File: config.mk
export PLATFORM = sky130hd
export DESIGN_NAME = fir_trace_filter_edge_clamp_unit
export DESIGN_NICKNAME = d
export VERILOG_FILES = /design/src/rtl/core/ftec_pkg.sv /design/src/rtl/core/ftec_datapath.sv /design/src/rtl/core/ftec_ctrl.sv /design/src/rtl/core/fir_trace_filter_edge_clamp_unit.sv
export SDC_FILE = /design/constraint.sdc
export NUM_CORES = 2
export LEC_CHECK = 0
export BUFFER_PORTS_ARGS = -buffer_cell sky130_fd_sc_hd__buf_2
export CAP_MARGIN = 40
export CORE_ASPECT_RATIO = 0.5
export CORE_MARGIN = 2
export CORE_UTILIZATION = 60
export CTS_CLUSTER_SIZE = 20
export DETAILED_ROUTE_END_ITERATION = 10
export PLACE_DENSITY = 0.75
export SETUP_SLACK_MARGIN = 0.5
export SLEW_MARGIN = 30
export SYNTH_ARGS = -nofsm -noshare
export SYNTH_HDL_FRONTEND = slang
export SYNTH_HIERARCHICAL = 1
export SYNTH_SLANG_ARGS = --single-unit
File: constraint.sdc
create_clock -name clk -period 7.1 [get_ports clk]
set_clock_uncertainty 0.1 [all_clocks]
set_input_delay 0.71 -clock clk [delete_from_list [all_inputs] [get_ports clk]]
set_output_delay 0.71 -clock clk [all_outputs]
set_load 0.05 [all_outputs]
File: src/rtl/core/ftec_pkg.sv
package ftec_pkg;

	// Filter order; the filter has ORDER + 1 taps and a centered group delay.
	localparam int ORDER     = 30;
	localparam int NTAPS     = ORDER + 1;
	localparam int DELAY     = ORDER / 2;
	localparam int TAP_W     = $clog2(NTAPS);
	localparam int OFF_W     = $clog2(DELAY + 1);
	localparam int SUM_W     = $clog2(DELAY + ORDER + 1);
	localparam int IDX_BITS  = 5;
	localparam int COEF_BITS = 18;
	localparam int FRAC_BITS = 16;

	// Item kinds carried in the input selector.
	localparam logic FUNC_COEF   = 1'b0;
	localparam logic FUNC_SAMPLE = 1'b1;

	// Commands from the sequencer to the datapath.
	typedef struct packed {
		logic             tap_we;
		logic             shift;
		logic             clear_line;
		logic             issue;
		logic             first;
		logic             last_tap;
		logic [TAP_W-1:0] k;
		logic [OFF_W-1:0] off;
		logic             load_out;
		logic             run_last;
		logic             trace_done;
	} cmd_t;

	// Status from the datapath back to the sequencer.
	typedef struct packed {
		logic mac_done;
		logic out_free;
	} stat_t;

endpackage

File: src/rtl/core/ftec_datapath.sv
module ftec_datapath #(
	parameter int SAMPLE_BITS = 16
) (
	input  logic                                     clk,
	input  logic                                     arst_n,
	input  ftec_pkg::cmd_t                           cmd,
	output ftec_pkg::stat_t                          stat,
	input  logic [ftec_pkg::IDX_BITS-1:0]            coef_index,
	input  logic signed [ftec_pkg::COEF_BITS-1:0]    coef_value,
	input  logic signed [SAMPLE_BITS-1:0]            sample,
	input  logic                                     out_tready,
	output logic                                     out_tvalid,
	output logic signed [SAMPLE_BITS-1:0]            filtered,
	output logic                                     saturated,
	output logic                                     run_last,
	output logic                                     trace_done
);
	import ftec_pkg::*;

	localparam int PROD_W = COEF_BITS + SAMPLE_BITS;
	localparam int ACC_W  = PROD_W + TAP_W;
	localparam int Q_W    = ACC_W + 1 - FRAC_BITS;
	localparam logic [ACC_W:0] HALF = (ACC_W + 1)'(1) << (FRAC_BITS - 1);
	localparam logic signed [SAMPLE_BITS-1:0] MAXV = {1'b0, {(SAMPLE_BITS - 1){1'b1}}};
	localparam logic signed [SAMPLE_BITS-1:0] MINV = {1'b1, {(SAMPLE_BITS - 1){1'b0}}};

	logic signed [COEF_BITS-1:0]   tap_q [NTAPS];
	logic signed [SAMPLE_BITS-1:0] dl_q  [NTAPS];

	logic [SUM_W-1:0] pos_sum;
	logic [TAP_W-1:0] rd_idx;

	logic                          vld_s1, last_s1, first_s1;
	logic signed [COEF_BITS-1:0]   tap_s1;
	logic signed [SAMPLE_BITS-1:0] smp_s1;
	logic                          vld_s2, last_s2, first_s2;
	logic signed [PROD_W-1:0]      prod_s2;
	logic signed [ACC_W-1:0]       acc_q;
	logic                          done_q;

	logic [ACC_W:0]         rnd;
	logic [Q_W-1:0]         qv;
	logic                   clip;
	logic [SAMPLE_BITS-1:0] sat_val;

	logic                   out_valid_q, sat_q, rl_q, td_q;
	logic [SAMPLE_BITS-1:0] filt_q;

	// Tap store: written by coefficient items, no reset.
	always_ff @(posedge clk) begin
		if (cmd.tap_we && coef_index <= IDX_BITS'(ORDER)) begin
			tap_q[coef_index[TAP_W-1:0]] <= coef_value;
		end
	end

	// Delay line, newest sample at index zero.
	always_ff @(posedge clk or negedge arst_n) begin
		if (!arst_n) begin
			for (int i = 0; i < NTAPS; i++) dl_q[i] <= '0;
		end else if (cmd.clear_line) begin
			for (int i = 0; i < NTAPS; i++) dl_q[i] <= '0;
		end else if (cmd.shift) begin
			dl_q[0] <= sample;
			for (int i = 1; i < NTAPS; i++) dl_q[i] <= dl_q[i-1];
		end
	end

	// Sample index off - DELAY + k, clamped at the newest sample.
	assign pos_sum = SUM_W'(cmd.off) + SUM_W'(cmd.k);
	always_comb begin
		if (pos_sum < SUM_W'(DELAY)) begin
			rd_idx = '0;
		end else begin
			rd_idx = TAP_W'(pos_sum - SUM_W'(DELAY));
		end
	end

	// Multiply-accumulate pipeline: operand fetch, product, accumulate.
	always_ff @(posedge clk or negedge arst_n) begin
		if (!arst_n) begin
			vld_s1 <= 1'b0;
			vld_s2 <= 1'b0;
			done_q <= 1'b0;
		end else begin
			vld_s1 <= cmd.issue;
			vld_s2 <= vld_s1;
			done_q <= vld_s2 && last_s2;
		end
	end

	always_ff @(posedge clk) begin
		tap_s1   <= tap_q[cmd.k];
		smp_s1   <= dl_q[rd_idx];
		first_s1 <= cmd.first;
		last_s1  <= cmd.last_tap;
		prod_s2  <= tap_s1 * smp_s1;
		first_s2 <= first_s1;
		last_s2  <= last_s1;
		if (vld_s2) begin
			if (first_s2) begin
				acc_q <= {{TAP_W{prod_s2[PROD_W-1]}}, prod_s2};
			end else begin
				acc_q <= acc_q + {{TAP_W{prod_s2[PROD_W-1]}}, prod_s2};
			end
		end
	end

	// Round half up, then clip to the sample width.
	always_comb begin
		rnd     = {acc_q[ACC_W-1], acc_q} + HALF;
		qv      = rnd[ACC_W:FRAC_BITS];
		clip    = !((&qv[Q_W-1:SAMPLE_BITS-1]) || !(|qv[Q_W-1:SAMPLE_BITS-1]));
		sat_val = qv[Q_W-1] ? MINV : MAXV;
	end

	// Output register.
	always_ff @(posedge clk or negedge arst_n) begin
		if (!arst_n) begin
			out_valid_q <= 1'b0;
		end else if (cmd.load_out) begin
			out_valid_q <= 1'b1;
		end else if (out_tready) begin
			out_valid_q <= 1'b0;
		end
	end

	always_ff @(posedge clk) begin
		if (cmd.load_out) begin
			filt_q <= clip ? sat_val : qv[SAMPLE_BITS-1:0];
			sat_q  <= clip;
			rl_q   <= cmd.run_last;
			td_q   <= cmd.trace_done;
		end
	end

	assign out_tvalid    = out_valid_q;
	assign filtered      = filt_q;
	assign saturated     = sat_q;
	assign run_last      = rl_q;
	assign trace_done    = td_q;
	assign stat.mac_done = done_q;
	assign stat.out_free = !out_valid_q || out_tready;

	a_done_follows_issue: assert property (@(posedge clk) disable iff (!arst_n)
		done_q |-> $past(vld_s2, 1) && $past(vld_s1, 2))
		else $error("accumulate done without a finished tap sequence");

	a_no_overwrite: assert property (@(posedge clk) disable iff (!arst_n)
		out_valid_q && !out_tready |-> !cmd.load_out)
		else $error("output register overwritten while held");

	a_no_clear_during_shift: assert property (@(posedge clk) disable iff (!arst_n)
		cmd.clear_line |-> !cmd.shift && !cmd.issue)
		else $error("delay line cleared while in use");

endmodule

File: src/rtl/core/ftec_ctrl.sv
module ftec_ctrl (
	input  logic            clk,
	input  logic            arst_n,
	input  logic            in_tvalid,
	output logic            in_tready,
	input  logic            in_func,
	input  logic            in_last,
	input  ftec_pkg::stat_t stat,
	output ftec_pkg::cmd_t  cmd
);
	import ftec_pkg::*;

	typedef enum logic [1:0] {
		S_IDLE,
		S_ISSUE,
		S_DRAIN,
		S_PUT
	} state_t;

	state_t           state_q;
	logic [TAP_W-1:0] k_q;
	logic [OFF_W-1:0] off_q;
	logic [OFF_W-1:0] warm_q;
	logic             flush_q;
	logic             accept;
	logic             final_res;

	assign in_tready = (state_q == S_IDLE);
	assign accept    = in_tvalid && in_tready;
	assign final_res = flush_q && (off_q == '0);

	always_comb begin
		cmd            = '0;
		cmd.tap_we     = accept && (in_func == FUNC_COEF);
		cmd.shift      = accept && (in_func == FUNC_SAMPLE);
		cmd.issue      = (state_q == S_ISSUE);
		cmd.first      = (k_q == '0);
		cmd.last_tap   = (k_q == TAP_W'(ORDER));
		cmd.k          = k_q;
		cmd.off        = off_q;
		cmd.load_out   = (state_q == S_PUT) && stat.out_free;
		cmd.run_last   = !flush_q || final_res;
		cmd.trace_done = final_res;
		cmd.clear_line = cmd.load_out && final_res;
	end

	always_ff @(posedge clk or negedge arst_n) begin
		if (!arst_n) begin
			state_q <= S_IDLE;
			k_q     <= '0;
			off_q   <= '0;
			warm_q  <= '0;
			flush_q <= 1'b0;
		end else begin
			case (state_q)
				S_IDLE: begin
					k_q <= '0;
					if (accept && in_func == FUNC_SAMPLE) begin
						if (in_last) begin
							off_q   <= warm_q;
							flush_q <= 1'b1;
							warm_q  <= '0;
							state_q <= S_ISSUE;
						end else if (warm_q == OFF_W'(DELAY)) begin
							off_q   <= OFF_W'(DELAY);
							flush_q <= 1'b0;
							state_q <= S_ISSUE;
						end else begin
							warm_q <= warm_q + OFF_W'(1);
						end
					end
				end
				S_ISSUE: begin
					if (k_q == TAP_W'(ORDER)) begin
						k_q     <= '0;
						state_q <= S_DRAIN;
					end else begin
						k_q <= k_q + TAP_W'(1);
					end
				end
				S_DRAIN: begin
					if (stat.mac_done) begin
						state_q <= S_PUT;
					end
				end
				S_PUT: begin
					if (stat.out_free) begin
						if (flush_q && off_q != '0) begin
							off_q   <= off_q - OFF_W'(1);
							state_q <= S_ISSUE;
						end else begin
							state_q <= S_IDLE;
						end
					end
				end
				default: begin
					state_q <= S_IDLE;
				end
			endcase
		end
	end

	a_warm_bound: assert property (@(posedge clk) disable iff (!arst_n)
		warm_q <= OFF_W'(DELAY))
		else $error("warmup count beyond group delay");

	a_done_in_drain: assert property (@(posedge clk) disable iff (!arst_n)
		stat.mac_done |-> state_q == S_DRAIN)
		else $error("accumulate finished outside of drain");

	a_load_needs_room: assert property (@(posedge clk) disable iff (!arst_n)
		cmd.load_out |-> stat.out_free)
		else $error("result loaded into a full output register");

	a_clear_ends_trace: assert property (@(posedge clk) disable iff (!arst_n)
		cmd.clear_line |=> state_q == S_IDLE && warm_q == '0)
		else $error("trace end did not return to idle");

endmodule

File: src/rtl/core/fir_trace_filter_edge_clamp_unit.sv
// Channel   Dir  Handshake                Payload
// s_axis    in   s_axis_tvalid/tready     tdata: coef_index, coef_value, sample
//                                         tuser: func, tlast: trace_last
// m_axis    out  m_axis_tvalid/tready     tdata: filtered
//                                         tuser: saturated, trace_done; tlast: run_last
//
// A coefficient item and a sample item that causes no result leave the sequencer idle.
// For each result the single shared multiply-accumulate walks all taps one per cycle,
// then the products pass the pipeline stages operand fetch, product and accumulate,
// and the sum is loaded into the output register.
// A trace end item yields up to ORDER/2 + 1 results one after another, with no input
// taken in between, then clears the delay line in the cycle of its last result.
// Reset (arst_n low) clears the delay line, the warmup count and all control state;
// the tap store holds no reset value. A stalled output holds the sequencer; input
// is taken only while the sequencer is idle, also while a result waits.
module fir_trace_filter_edge_clamp_unit #(
	parameter int SAMPLE_BITS = 16
) (
	input  logic clk,
	input  logic arst_n,
	input  logic s_axis_tvalid,
	output logic s_axis_tready,
	// tdata, from bit 0 up: coef_index (5), coef_value (18), sample (SAMPLE_BITS), zero fill.
	input  logic [((23 + SAMPLE_BITS + 7) / 8) * 8 - 1:0] s_axis_tdata,
	// tuser: func (1).
	input  logic s_axis_tuser,
	input  logic s_axis_tlast,
	output logic m_axis_tvalid,
	input  logic m_axis_tready,
	// tdata, from bit 0 up: filtered (SAMPLE_BITS), zero fill.
	output logic [((SAMPLE_BITS + 7) / 8) * 8 - 1:0] m_axis_tdata,
	// tuser, from bit 0 up: saturated (1), trace_done (1).
	output logic [1:0] m_axis_tuser,
	output logic m_axis_tlast
);
	import ftec_pkg::*;

	localparam int OUT_W = ((SAMPLE_BITS + 7) / 8) * 8;
	localparam int SMP_LO = IDX_BITS + COEF_BITS;

	cmd_t  cmd;
	stat_t stat;

	logic [SAMPLE_BITS-1:0] filtered;
	logic                   saturated;
	logic                   trace_done;

	// The sequencer owns the handshake on the input side and the tap walk.
	ftec_ctrl u_ctrl (
		.clk       (clk),
		.arst_n    (arst_n),
		.in_tvalid (s_axis_tvalid),
		.in_tready (s_axis_tready),
		.in_func   (s_axis_tuser),
		.in_last   (s_axis_tlast),
		.stat      (stat),
		.cmd       (cmd)
	);

	// Storage, the multiply-accumulate pipeline and the output register.
	ftec_datapath #(
		.SAMPLE_BITS (SAMPLE_BITS)
	) u_dp (
		.clk        (clk),
		.arst_n     (arst_n),
		.cmd        (cmd),
		.stat       (stat),
		.coef_index (s_axis_tdata[IDX_BITS-1:0]),
		.coef_value (s_axis_tdata[SMP_LO-1:IDX_BITS]),
		.sample     (s_axis_tdata[SMP_LO+SAMPLE_BITS-1:SMP_LO]),
		.out_tready (m_axis_tready),
		.out_tvalid (m_axis_tvalid),
		.filtered   (filtered),
		.saturated  (saturated),
		.run_last   (m_axis_tlast),
		.trace_done (trace_done)
	);

	// Output fields packed onto the master side; unused tdata bits read zero.
	assign m_axis_tdata = OUT_W'(filtered);
	assign m_axis_tuser = {trace_done, saturated};

endmodule
==> run summary <==
clock root buffer master = clkbuf_16
CP Launch Type = register
Synth Register Bits = 1,204
GPL Wtd Cong = 0.911
leading post-synthesis cells by cell area = edfxtp_1 29%, dfrtp_1 20%, mux4_2 9.8%
period utilization = 89.2%
Mapped Cells = 4,778
largest net degree at the start of global routing = 247
fraction of layout cells with a size suffix above 1 = 14.6%
design area = 69,100 um^2
Chip Height = 234 um
CTS tree = done
Final Slew Violations = 0
first-pass GRT wire length = 218 mm
mapped cell area = 63,400 um^2
Initial Util = 60.5%
Critical Path Max Stage Delay = 0.54 ns
final hold vios = 0
post-synthesis area per instance = 13.3 um^2
RSZ-0062 raised after global routing = no
Area after DPL = 65,500 um^2
Stages on worst setup path = 21
CP endpoint kind = register
clock tree buffer depth = 3
worst hold path type = input pin to register
post-route ant nets = 0
Num Clock Sinks = 1,204
asr flop ratio synth = 42.9%
Crit path top cell by count = fa_1
reg2reg start = u_dp/tap_s1[12]
FF-to-FF setup slack = 0.77 ns
Yosys warnings = 6
Avg Vias per Cell = 6.02
routed wire length per instance = 21.9 um
Core Box Area = 105,000 um^2
register area share after synthesis = 51.8%
syn nets = 5,256
Final setup viols = 0
Fillers = 7,427
status = completed
Fmax = 158 MHz
setup TNS after final layout = 0 ns
Port Buffers = 65
max_cap viols = 0
post-route minimum period = 6.33 ns
CP startpoint = u_dp/tap_s1[12]
vias in the first global route = 38,400
Synth area leader = edfxtp_1
1st-iter DRT viols = 3,795
die area = 109,000 um^2
worst path required time = 7.58 ns
Slew headroom = 31.2%
EDFF count, synth = 616
Setup crit end = u_dp/prod_s2[30]
GRT Resource Usage Total = 25.8%
path depth of the worst reg2reg path = 21
DRT Pass-1 Iters = 8
ys flop type = edfxtp_1
die width = 464 um
worst slew pin tran = 1.03 ns
Max Fanout on Critical Path = 12
RR Endpoint = u_dp/prod_s2[30]
initial antenna violation count = 6
Worst path slowest cell = fa_1
Clock transition at path regs = 0.07 ns
Post-CTS Setup Repair Bufs = 0
CP arrival = 6.82 ns
drt total wl = 138 mm
most frequent cells in the layout = 616 x edfxtp_1, 591 x nor2_1, 518 x mux2i_1, 511 x dfrtp_1, 343 x inv_1
floorplan row count = 84
total grt overflow = 0
hold path start = s_axis_tdata[25]
Area Growth Syn to Fin = 8.93%
DR DRC count = 0
top cell type's share of synthesized area = 29.2%
worst hold slack = 0.120 ns
CP bufs+invs = 5
clk_lat worst skew = 0.74 ns
Final #Nets = 5,276
via count = 38,000
CP top delay family = adder cells
synth unique cells = 98
CTS buffer count = 104
H-tree levels = 3
HPWL after DPL = 89.2 mm
commonest non-fill, non-tap cell in the layout = edfxtp_1
top-level port count = 67
worst-path cell chain = buf_4 > and2_1 > fa_1 > inv_1 > fa_1 > fa_1 > inv_1 > fa_1 > fa_1 > inv_1 > fa_1 > inv_1 > ha_1 > and3_1 > nor2b_1 > and3_1 > a221o_1 > a2111o_1 > a311oi_2 > o21ai_1 > xor2_1
worst setup path category = register to register
[cells by family after synthesis]
kind of cell | Yosys count | share of synthesized area, %
XOR/XNOR | 84 | 1.18
adder cells (fa/ha/maj) | 432 | 12.0
AO/OA/AOI/OAI | 349 | 3.70
flip-flops | 1204 | 51.8
multiplexers | 813 | 18.3
AND/OR/NAND/NOR | 1288 | 9.29
buffers and inverters | 608 | 3.78
[what timing repair did]
item                                    CTS  global route
endpoints found under the setup margin    3             7
pin swaps                                 0             0
hold buffers                              1             0
hold endpoints to repair                 73             0
resized for setup                         8            30
[synth_stat cells (8+ instances only)]
cell type and number:
edfxtp_1 616, nor2_1 608, mux2i_1 518, dfrtp_1 516, inv_1 343, fa_1 292
nand2_1 288, mux4_2 275, clkbuf_1 164, and2_1 144, ha_1 140, o21ai_0 95
dfxtp_1 72, nand2b_1 69, a21oi_1 55, buf_1 51, xnor2_1 51, nand3_1 38
a21o_1 36, xor2_1 31, buf_2 26, nand4_1 23, and3_1 20, buf_4 19
mux2_2 19, o22ai_1 19, nor4_1 17, a221oi_1 16, a31oi_1 16, a211oi_1 14
nor2b_1 14, o21a_1 13, nor3_1 11, o21ai_1 10, or2b_1 9, nor3b_1 8
[worst min-delay path by stage]
stage                          end  slack, ns  cells after the start
floorplan            u_dp/first_s2       0.21                      0
global placement      u_dp/last_s2       0.21                      0
detailed placement   u_dp/first_s2       0.21                      0
CTS                 u_dp/dl_q[482]       0.07                      3
global route        u_dp/dl_q[488]       0.11                      3
finish              u_dp/dl_q[482]       0.12                      3
[final cells by class]
class                      instances  area (um^2)  area share, %
timing repair buffer             176         1440           2.08
clock inverter                    40          414          0.599
clock buffer                     151         2950           4.27
multi-input combinational       2966        28300           41.0
sequential                      1204        32900           47.6
antenna                            2         5.00        0.00724
inverter                         346         1310           1.89
tap                             1419         1780           2.57
[registers in the layout (all words and copies together), names as in the netlist]
name,count
u_dp/last_s1,1
u_dp/vld_s1,1
u_ctrl/flush_q,1
u_ctrl/state_q,2
u_dp/vld_s2,1
u_dp/dl_q,496
u_dp/filtered,16
u_dp/prod_s2,34
u_dp/first_s2,1
u_dp/trace_done,1
u_dp/first_s1,1
u_dp/tap_s1,18
u_ctrl/off_q,4
u_dp/tap_q,558
u_dp/out_tvalid,1
u_dp/saturated,1
u_dp/run_last,1
u_dp/smp_s1,16
u_ctrl/k_q,5
u_ctrl/warm_q,4
u_dp/acc_q,39
u_dp/done_q,1
u_dp/last_s2,1
[through the flow]
step	std cells	setup WS, ns	utilization [%]
2_1_floorplan	4778	0.707	-
3_3_place_gp	6097	0.459	62.3
3_5_place_dp	6102	0.366	62.4
4_1_cts	6294	0.507	65.6
5_1_grt	6303	0.472	65.9
6_report	6304	0.769	65.9
[worst reg2reg max path, delay by kind of cell, from the launching register on]
family          cells  cell delay [ns]
compound gates      4             1.19
xor+xnor            1             0.15
flops               1             0.37
fa+ha+maj           7             3.30
simple gates        4             0.70
buf+inv             5             0.43
[metal layers]
layer,global-route usage (%),routed length [um],vias to the layer above
li1,-,-,16800
met1,37.9,60500,19700
met2,41.4,66200,1271
met3,3.78,9070,167
met4,6.12,2330,0
met5,0,0,-
Power is not shown: default switching activity piles up to over one toggle a cycle in this logic, so the estimate is an artifact.
